===== src/ctb_pkg.sv =====
// Package: shared constants, codes and widths of the CSV field tokenizer.
package ctb_pkg;

	// Sizing
	localparam int MAX_COLUMNS = 256;
	localparam int LENGTH_BITS = 16;
	localparam int FD_W = (MAX_COLUMNS > 1) ? $clog2(MAX_COLUMNS) : 1;

	// Fixed field widths
	localparam int BYTE_W = 8;
	localparam int KIND_W = 3;
	localparam int COL_W = 8;
	localparam int FLEN_W = 16;
	localparam int CC_W = 9;
	localparam int CFG_IDX_W = 2;
	localparam int CFG_DATA_W = 9;

	// Register indexes
	localparam logic [CFG_IDX_W-1:0] REG_SEPARATOR = 2'd0;
	localparam logic [CFG_IDX_W-1:0] REG_WRAPPER = 2'd1;
	localparam logic [CFG_IDX_W-1:0] REG_COLUMNS = 2'd2;

	// Register reset values
	localparam logic [BYTE_W-1:0] SEPARATOR_RST = 8'd44;
	localparam logic [BYTE_W-1:0] WRAPPER_RST = 8'd34;
	localparam logic [CC_W-1:0] COLUMNS_RST = 9'd1;

	localparam logic [BYTE_W-1:0] NEWLINE_BYTE = 8'd10;

	// Result kinds
	localparam logic [KIND_W-1:0] KIND_CONTENT = 3'd0;
	localparam logic [KIND_W-1:0] KIND_FIELD_END = 3'd1;
	localparam logic [KIND_W-1:0] KIND_ROW_END = 3'd2;
	localparam logic [KIND_W-1:0] KIND_BAD_AFTER_WRAP = 3'd3;
	localparam logic [KIND_W-1:0] KIND_TOO_MANY = 3'd4;

	// Parser phases
	localparam logic [1:0] PH_START = 2'd0;
	localparam logic [1:0] PH_UNWRAPPED = 2'd1;
	localparam logic [1:0] PH_WRAPPED = 2'd2;
	localparam logic [1:0] PH_AFTER_WRAP = 2'd3;

	localparam logic [LENGTH_BITS-1:0] LENGTH_MAX = '1;

endpackage


===== src/ctb_in_if.sv =====
// Interface: byte input channel.
interface ctb_in_if;
	logic valid;
	logic ready;
	logic [ctb_pkg::BYTE_W-1:0] in_byte;

	modport source (output valid, output in_byte, input ready);
	modport sink (input valid, input in_byte, output ready);
endinterface


===== src/ctb_out_if.sv =====
// Interface: tagged byte result channel.
interface ctb_out_if;
	logic valid;
	logic ready;
	logic [ctb_pkg::BYTE_W-1:0] out_byte;
	logic [ctb_pkg::KIND_W-1:0] kind;
	logic [ctb_pkg::COL_W-1:0] column;
	logic [ctb_pkg::FLEN_W-1:0] field_length;

	modport source (output valid, output out_byte, output kind, output column,
		output field_length, input ready);
	modport sink (input valid, input out_byte, input kind, input column,
		input field_length, output ready);
endinterface


===== src/ctb_cfg_if.sv =====
// Interface: configuration register write channel.
interface ctb_cfg_if;
	logic valid;
	logic ready;
	logic [ctb_pkg::CFG_IDX_W-1:0] index;
	logic [ctb_pkg::CFG_DATA_W-1:0] data;

	modport source (output valid, output index, output data, input ready);
	modport sink (input valid, input index, input data, output ready);
endinterface


===== src/csv_row_field_tokenizer_core.sv =====
// Top level: CSV field tokenizer, one tagged result per input byte.
//
// Each accepted byte comes back as one item carrying the byte, its kind
// (content, field end, row end, bad byte after a closing wrapper, too many
// columns), its zero-based column and, on field and row ends, the saturating
// length of the field. One byte is taken every cycle: the parser state update
// is a single compare-and-select step, and the result sits in one output
// register, so an item's result is registered when its byte is accepted and the
// input stays ready as long as the output register is empty or being drained.
// Configuration writes are always accepted and take effect for the next byte.
module csv_row_field_tokenizer_core (
	input logic clk,
	input logic arst_n,
	ctb_in_if.sink bytes,
	ctb_out_if.source tokens,
	ctb_cfg_if.sink cfg
);

	// Configuration registers
	logic [ctb_pkg::BYTE_W-1:0] separator_q;
	logic [ctb_pkg::BYTE_W-1:0] wrapper_q;
	logic [ctb_pkg::CC_W-1:0] columns_q;

	// Parser state
	logic [1:0] phase_q;
	logic [ctb_pkg::FD_W-1:0] fields_done_q;
	logic [ctb_pkg::LENGTH_BITS-1:0] length_q;

	// Result register
	logic out_valid_q;
	logic [ctb_pkg::BYTE_W-1:0] out_byte_q;
	logic [ctb_pkg::KIND_W-1:0] kind_q;
	logic [ctb_pkg::COL_W-1:0] column_q;
	logic [ctb_pkg::FLEN_W-1:0] flen_q;

	logic accept;
	logic [31:0] eff_cols;
	logic [31:0] done_plus1;
	logic [31:0] col_wide;
	logic [63:0] len_wide;
	logic [ctb_pkg::LENGTH_BITS-1:0] len_inc;
	logic [ctb_pkg::BYTE_W-1:0] b;

	logic [1:0] phase_d;
	logic [ctb_pkg::FD_W-1:0] fields_done_d;
	logic [ctb_pkg::LENGTH_BITS-1:0] length_d;
	logic [ctb_pkg::KIND_W-1:0] kind_d;
	logic [ctb_pkg::FLEN_W-1:0] flen_d;
	logic field_end;
	logic row_end;
	logic bad_byte;
	logic count_byte;

	assign cfg.ready = 1'b1;
	assign bytes.ready = !out_valid_q || tokens.ready;
	assign accept = bytes.valid && bytes.ready;
	assign b = bytes.in_byte;

	// Column count clamped to 1..MAX_COLUMNS
	always_comb begin
		priority if (columns_q == '0) begin
			eff_cols = 32'd1;
		end else if (32'(columns_q) > 32'(ctb_pkg::MAX_COLUMNS)) begin
			eff_cols = 32'(ctb_pkg::MAX_COLUMNS);
		end else begin
			eff_cols = 32'(columns_q);
		end
	end

	assign done_plus1 = 32'(fields_done_q) + 32'd1;
	assign col_wide = 32'(fields_done_q);
	assign len_wide = 64'(length_q);
	// saturating content count
	assign len_inc = (length_q == ctb_pkg::LENGTH_MAX) ? length_q : length_q + 1'b1;

	// Phase decode: classify the byte
	always_comb begin
		phase_d = phase_q;
		field_end = 1'b0;
		row_end = 1'b0;
		bad_byte = 1'b0;
		count_byte = 1'b0;
		unique case (phase_q)
			ctb_pkg::PH_START: begin
				priority if (b == wrapper_q) begin
					count_byte = 1'b1;
					phase_d = ctb_pkg::PH_WRAPPED;
				end else if (b == separator_q) begin
					field_end = 1'b1;
				end else if (b == ctb_pkg::NEWLINE_BYTE) begin
					row_end = 1'b1;
				end else begin
					count_byte = 1'b1;
					phase_d = ctb_pkg::PH_UNWRAPPED;
				end
			end
			ctb_pkg::PH_UNWRAPPED: begin
				priority if (b == separator_q) begin
					field_end = 1'b1;
				end else if (b == ctb_pkg::NEWLINE_BYTE && done_plus1 >= eff_cols) begin
					row_end = 1'b1;
				end else begin
					count_byte = 1'b1;
				end
			end
			ctb_pkg::PH_WRAPPED: begin
				count_byte = 1'b1;
				if (b == wrapper_q) begin
					phase_d = ctb_pkg::PH_AFTER_WRAP;
				end
			end
			ctb_pkg::PH_AFTER_WRAP: begin
				priority if (b == wrapper_q) begin
					count_byte = 1'b1;
					phase_d = ctb_pkg::PH_WRAPPED;
				end else if (b == ctb_pkg::NEWLINE_BYTE) begin
					row_end = 1'b1;
				end else if (b == separator_q) begin
					field_end = 1'b1;
				end else begin
					bad_byte = 1'b1;
				end
			end
			default: begin
				phase_d = phase_q;
			end
		endcase
	end

	// Field and row end handling
	always_comb begin
		kind_d = ctb_pkg::KIND_CONTENT;
		flen_d = '0;
		fields_done_d = fields_done_q;
		length_d = count_byte ? len_inc : length_q;
		priority if (bad_byte) begin
			// bad byte restarts the row
			kind_d = ctb_pkg::KIND_BAD_AFTER_WRAP;
			fields_done_d = '0;
			length_d = '0;
		end else if (row_end) begin
			kind_d = ctb_pkg::KIND_ROW_END;
			flen_d = len_wide[ctb_pkg::FLEN_W-1:0];
			fields_done_d = '0;
			length_d = '0;
		end else if (field_end) begin
			if (done_plus1 >= eff_cols) begin
				kind_d = ctb_pkg::KIND_TOO_MANY;
				fields_done_d = '0;
				length_d = '0;
			end else begin
				kind_d = ctb_pkg::KIND_FIELD_END;
				flen_d = len_wide[ctb_pkg::FLEN_W-1:0];
				fields_done_d = done_plus1[ctb_pkg::FD_W-1:0];
				length_d = '0;
			end
		end else begin
			kind_d = ctb_pkg::KIND_CONTENT;
		end
	end

	// Configuration writes
	always_ff @(posedge clk or negedge arst_n) begin
		if (!arst_n) begin
			separator_q <= ctb_pkg::SEPARATOR_RST;
			wrapper_q <= ctb_pkg::WRAPPER_RST;
			columns_q <= ctb_pkg::COLUMNS_RST;
		end else if (cfg.valid) begin
			unique case (cfg.index)
				ctb_pkg::REG_SEPARATOR: separator_q <= cfg.data[ctb_pkg::BYTE_W-1:0];
				ctb_pkg::REG_WRAPPER: wrapper_q <= cfg.data[ctb_pkg::BYTE_W-1:0];
				ctb_pkg::REG_COLUMNS: columns_q <= cfg.data;
				default: begin
				end
			endcase
		end
	end

	// Parser state update
	always_ff @(posedge clk or negedge arst_n) begin
		if (!arst_n) begin
			phase_q <= ctb_pkg::PH_START;
			fields_done_q <= '0;
			length_q <= '0;
		end else if (accept) begin
			fields_done_q <= fields_done_d;
			length_q <= length_d;
			if (bad_byte || row_end || field_end) begin
				phase_q <= ctb_pkg::PH_START;
			end else begin
				phase_q <= phase_d;
			end
		end
	end

	// Output register
	always_ff @(posedge clk or negedge arst_n) begin
		if (!arst_n) begin
			out_valid_q <= 1'b0;
		end else if (accept) begin
			out_valid_q <= 1'b1;
		end else if (tokens.ready) begin
			out_valid_q <= 1'b0;
		end
	end

	always_ff @(posedge clk) begin
		if (accept) begin
			out_byte_q <= b;
			kind_q <= kind_d;
			column_q <= col_wide[ctb_pkg::COL_W-1:0];
			flen_q <= flen_d;
		end
	end

	assign tokens.valid = out_valid_q;
	assign tokens.out_byte = out_byte_q;
	assign tokens.kind = kind_q;
	assign tokens.column = column_q;
	assign tokens.field_length = flen_q;

endmodule

===== src/flat_wrapper.sv =====
// flat-port wrapper written by rule: the top's interface ports become plain ports
module csv_row_field_tokenizer_core_flat 
  (clk, arst_n, bytes_valid, bytes_in_byte, bytes_ready, tokens_valid, tokens_out_byte, tokens_kind, tokens_column, tokens_field_length, tokens_ready, cfg_valid, cfg_index, cfg_data, cfg_ready);
  ctb_in_if bytes_i ();
  ctb_out_if tokens_i ();
  ctb_cfg_if cfg_i ();
  input logic clk;
  input logic arst_n;
  input wire logic [$bits(bytes_i.valid)-1:0] bytes_valid;
  input wire logic [$bits(bytes_i.in_byte)-1:0] bytes_in_byte;
  output wire logic [$bits(bytes_i.ready)-1:0] bytes_ready;
  output wire logic [$bits(tokens_i.valid)-1:0] tokens_valid;
  output wire logic [$bits(tokens_i.out_byte)-1:0] tokens_out_byte;
  output wire logic [$bits(tokens_i.kind)-1:0] tokens_kind;
  output wire logic [$bits(tokens_i.column)-1:0] tokens_column;
  output wire logic [$bits(tokens_i.field_length)-1:0] tokens_field_length;
  input wire logic [$bits(tokens_i.ready)-1:0] tokens_ready;
  input wire logic [$bits(cfg_i.valid)-1:0] cfg_valid;
  input wire logic [$bits(cfg_i.index)-1:0] cfg_index;
  input wire logic [$bits(cfg_i.data)-1:0] cfg_data;
  output wire logic [$bits(cfg_i.ready)-1:0] cfg_ready;
  assign bytes_i.valid = bytes_valid;
  assign bytes_i.in_byte = bytes_in_byte;
  assign bytes_ready = bytes_i.ready;
  assign tokens_valid = tokens_i.valid;
  assign tokens_out_byte = tokens_i.out_byte;
  assign tokens_kind = tokens_i.kind;
  assign tokens_column = tokens_i.column;
  assign tokens_field_length = tokens_i.field_length;
  assign tokens_i.ready = tokens_ready;
  assign cfg_i.valid = cfg_valid;
  assign cfg_i.index = cfg_index;
  assign cfg_i.data = cfg_data;
  assign cfg_ready = cfg_i.ready;
  csv_row_field_tokenizer_core u_core (.clk(clk), .arst_n(arst_n), .bytes(bytes_i), .tokens(tokens_i), .cfg(cfg_i));
endmodule

===== config.mk =====
export PLATFORM = sky130hd
export DESIGN_NAME = csv_row_field_tokenizer_core_flat
export DESIGN_NICKNAME = d
export VERILOG_FILES = /design/src/ctb_pkg.sv /design/src/ctb_in_if.sv /design/src/ctb_out_if.sv /design/src/ctb_cfg_if.sv /design/src/csv_row_field_tokenizer_core.sv /design/src/flat_wrapper.sv
export SDC_FILE = /design/constraint.sdc
export NUM_CORES = 1
export LEC_CHECK = 0
export BUFFER_PORTS_ARGS = -buffer_cell sky130_fd_sc_hd__buf_2
export CAP_MARGIN = 0
export CORE_MARGIN = 2
export CORE_UTILIZATION = 57
export DETAILED_ROUTE_END_ITERATION = 6
export PLACE_DENSITY = 0.77
export SYNTH_ARGS = -nofsm -noshare
export SYNTH_HDL_FRONTEND = slang
export SYNTH_SLANG_ARGS = --single-unit
export TNS_END_PERCENT = 100

===== constraint.sdc =====
create_clock -name clk -period 4.6 [get_ports clk]
set_input_delay 0.23 -clock clk [delete_from_list [all_inputs] [get_ports clk]]
set_output_delay 0.23 -clock clk [all_outputs]
set_load 0.01 [all_outputs]

==> flow_metrics.py <==
metrics = {
    "cts": {
        "clk_latency_ps": 360,
        "cts_tree": "yes",
        "path_clk_slew_ps": 90,
        "cts_buffers": 9,
        "cts_resized": 0,
        "cts_buffer_depth": 2,
        "cts_root_buffer": "clkbuf_8",
        "htreeDepth": 3,
        "cts_num_sinks": 87,
        "hold_buffers": 0,
        "postCtsSetupBuffers": 0,
    },
    "outcome": {
        "violations": "hold timing",
        "status": "finished, violations left",
    },
    "layout": {
        "nNetsFinal": 471,
        "syn_to_final_growth_pct": 13.7,
        "post-route-util_pct": 67.6,
        "final_cell_mix": "60 x buf_2, 46 x dfrtp_1, 35 x edfxtp_1",
        "n_antenna_cell": 0,
        "drive_gt1_share_pct": 28.1,
        "layout.cells.most_common": "buf_2",
    },
    "power_and_ir_drop": {
        "powerDensity_mw_per_mm2": 403,
        "power_leakage_nw": 2.05,
        "vdd_drop_max_mv": 0.223,
    },
    "routing": {
        "drtIter0Drc": 144,
        "ant_nets": 0,
        "drc_errors": 0,
        "routed_via_density": 5.65,
        "dr.pass1.iters": 4,
        "via_count": 3030,
        "detail_route.wl_per_cell_microns": 15.3,
        "wl_microns": 8200,
    },
    "floorplanning": {
        "die_area_sq_mm": 0.00835,
        "fp.dieH_microns": 91.4,
        "coreArea_sq_mm": 0.00733,
        "io_pins": 62,
        "rows": 31,
        "start_util_pct": 59.4,
        "fp.dieW_microns": 91.4,
    },
    "grt": {
        "antenna_found_initial": 0,
        "grt_pass1_vias": 2962,
        "grt_max_degree": 53,
        "grt_use_met3_pct": 5.06,
        "grt.total_usage_pct": 21.1,
        "grt_first_pass_wirelength_microns": 14000,
        "use_met2_pct": 34.1,
        "gr-max-usage-layer": "met2",
        "grt-ovfl-total": 0,
        "met1_usage_pct": 27.8,
    },
    "setup_path": {
        "critPathKind": "reg2reg",
        "rrSetupSlack_ps": 1020,
        "critPathLaunchType": "flip-flop",
        "crit_required_ps": 4880,
        "worstSetupEndpointType": "flip-flop",
        "r2r_end": "u_core.length_q[9]",
        "reg2regPathDepth": 12,
        "crit_fanout": 28,
        "r2r-start": "u_core.fields_done_q[0]",
        "arrival_ps": 3870,
        "startpoint": "u_core.fields_done_q[0]",
    },
    "place": {
        "routabilityCongestion": 0.812,
        "dp.final_hpwl_microns": 5900,
        "io_buffers": 60,
    },
    "timing": {
        "holdWs_ps": -29.0,
        "final-hold-violation-count": 16,
        "fin_setup_tns_ps": 0,
        "fin_worst_skew_ps": 12.0,
        "rsz0062_at_grt": "false",
        "layout_worst_path_cycle_share_pct": 77.9,
        "setup_viol": 0,
        "worst_slew_pin_slew_ps": 1130,
        "timing.slew.headroom_pct": 24.3,
        "finalMaxSlewViolations": 0,
        "period_needed_ps": 3580,
        "clock.fmax_mhz": 279,
    },
    "job": {
        "drv_cap": 0,
    },
    "synth": {
        "syn_avg_cell_area_sq_um": 11.8,
        "synth_seq_cells": 87,
        "ys_seq_area_share_pct": 54.2,
        "synth_cell_type_count": 56,
        "yosysWarningCount": 0,
        "synthArstFlopShare_pct": 59.8,
        "ys.flop_type": "dfrtp_1",
        "synth_edf_count": 35,
        "synth_area_sq_mm": 0.00435,
        "synthCells": 368,
        "synth_nets": 407,
    },
    "hold_path": {
        "hold_path.class": "in2async",
    },
}
[logic make-up after synthesis]
| family | Yosys count | synth area share, % |
|---|---|---|
| xor gates and xnor gates | 22 | 4.43 |
| DFF | 87 | 54.2 |
| adders and majority gates | 15 | 4.31 |
| and+or+nand+nor | 121 | 16.4 |
| AOI/OAI and AO/OA | 69 | 10.8 |
| buffers and inverters | 24 | 2.47 |
| muxes | 29 | 7.39 |
| other | 1 | 0.0861 |
[through the flow]
stage               hold WS (ps)  total power (W)  instance area (sq um)  instances  setup WS, ps
finish                     -29.0          0.00199                   4950        536          1020
global route                39.2          0.00211                   4950        536           823
CTS                         7.86          0.00200                   4950        536          1060
detailed placement           395          0.00147                   4750        520          1080
global placement             390          0.00144                   4750        520          1230
floorplan                  -65.6          0.00134                   4350        368          1330
[synthesized netlist by cell type (4+ instances only)]
library cell,number,area (sq um)
a21oi_1,22,110
a31oi_1,5,31.3
and2_1,18,113
and3_1,8,50.1
buf_2,5,25.0
dfrtp_1,46,1150
dfstp_2,6,158
edfxtp_1,35,1050
ha_1,15,188
inv_1,12,45.0
mux2_2,25,282
mux2i_1,4,40.0
nand2_1,26,97.6
nand2b_1,6,37.5
nand3_1,12,60.1
nand4_1,9,56.3
nor2_1,6,22.5
o21ai_1,8,40.0
o22ai_1,4,25.0
o31ai_1,12,90.1
or4_1,10,75.1
xnor2_1,19,166
[per-layer routing]
layer	part of all wire [%]	routed length, microns
met5	0	0
met4	1.8	150
met3	4.3	350
met2	48	3930
met1	46	3780
[power by group]
group | internal (W) | switching, W | total (W)
clock | 0.000268 | 0.000276 | 0.000545
sequential | 0.000914 | 0.0000797 | 0.000994
combinational | 0.000195 | 0.000260 | 0.000456
total | 0.00138 | 0.000616 | 0.00199
[worst max-delay path: stages, from the launching register on]
cell      delay [ps]
dfrtp_1          450
ha_1             270
and3_1           210
and3_1           220
xor2_1           150
ha_1             330
a21oi_1          150
a21oi_1           80
a21oi_1          200
nand3b_2         200
o211a_2          480
or4_1            560
a21oi_1          180
[worst max path at each step]
| stage | end | slack (ps) | cells past startpoint |
|---|---|---|---|
| 2_1_floorplan | u_core.length_q[5] | 1330 | 13 |
| 3_3_place_gp | u_core.length_q[7] | 1230 | 12 |
| 3_5_place_dp | u_core.length_q[9] | 1080 | 12 |
| 4_1_cts | u_core.length_q[9] | 1060 | 12 |
| 5_1_grt | u_core.length_q[9] | 820 | 12 |
| 6_report | u_core.length_q[9] | 1020 | 12 |
[flip-flops by register name (all words and copies together), names as in the netlist, 8 cells and up]
name	flops
u_core.fields_done_q	8
u_core.tokens.field_length	16
u_core.tokens.out_byte	8
u_core.wrapper_q	8
u_core.length_q	16
u_core.tokens.column	8
u_core.columns_q	9
u_core.separator_q	8
[final cells by class]
cell class              count  area (sq um)
inverters                  14          52.6
multi-input cells         257          1890
repair buffers             63           323
well taps                  99           124
clock inverters             6          68.8
clock buffers              10           138
fillers                   576          2380
flip-flops and latches     87          2360
(Power assumes the default switching activity.)
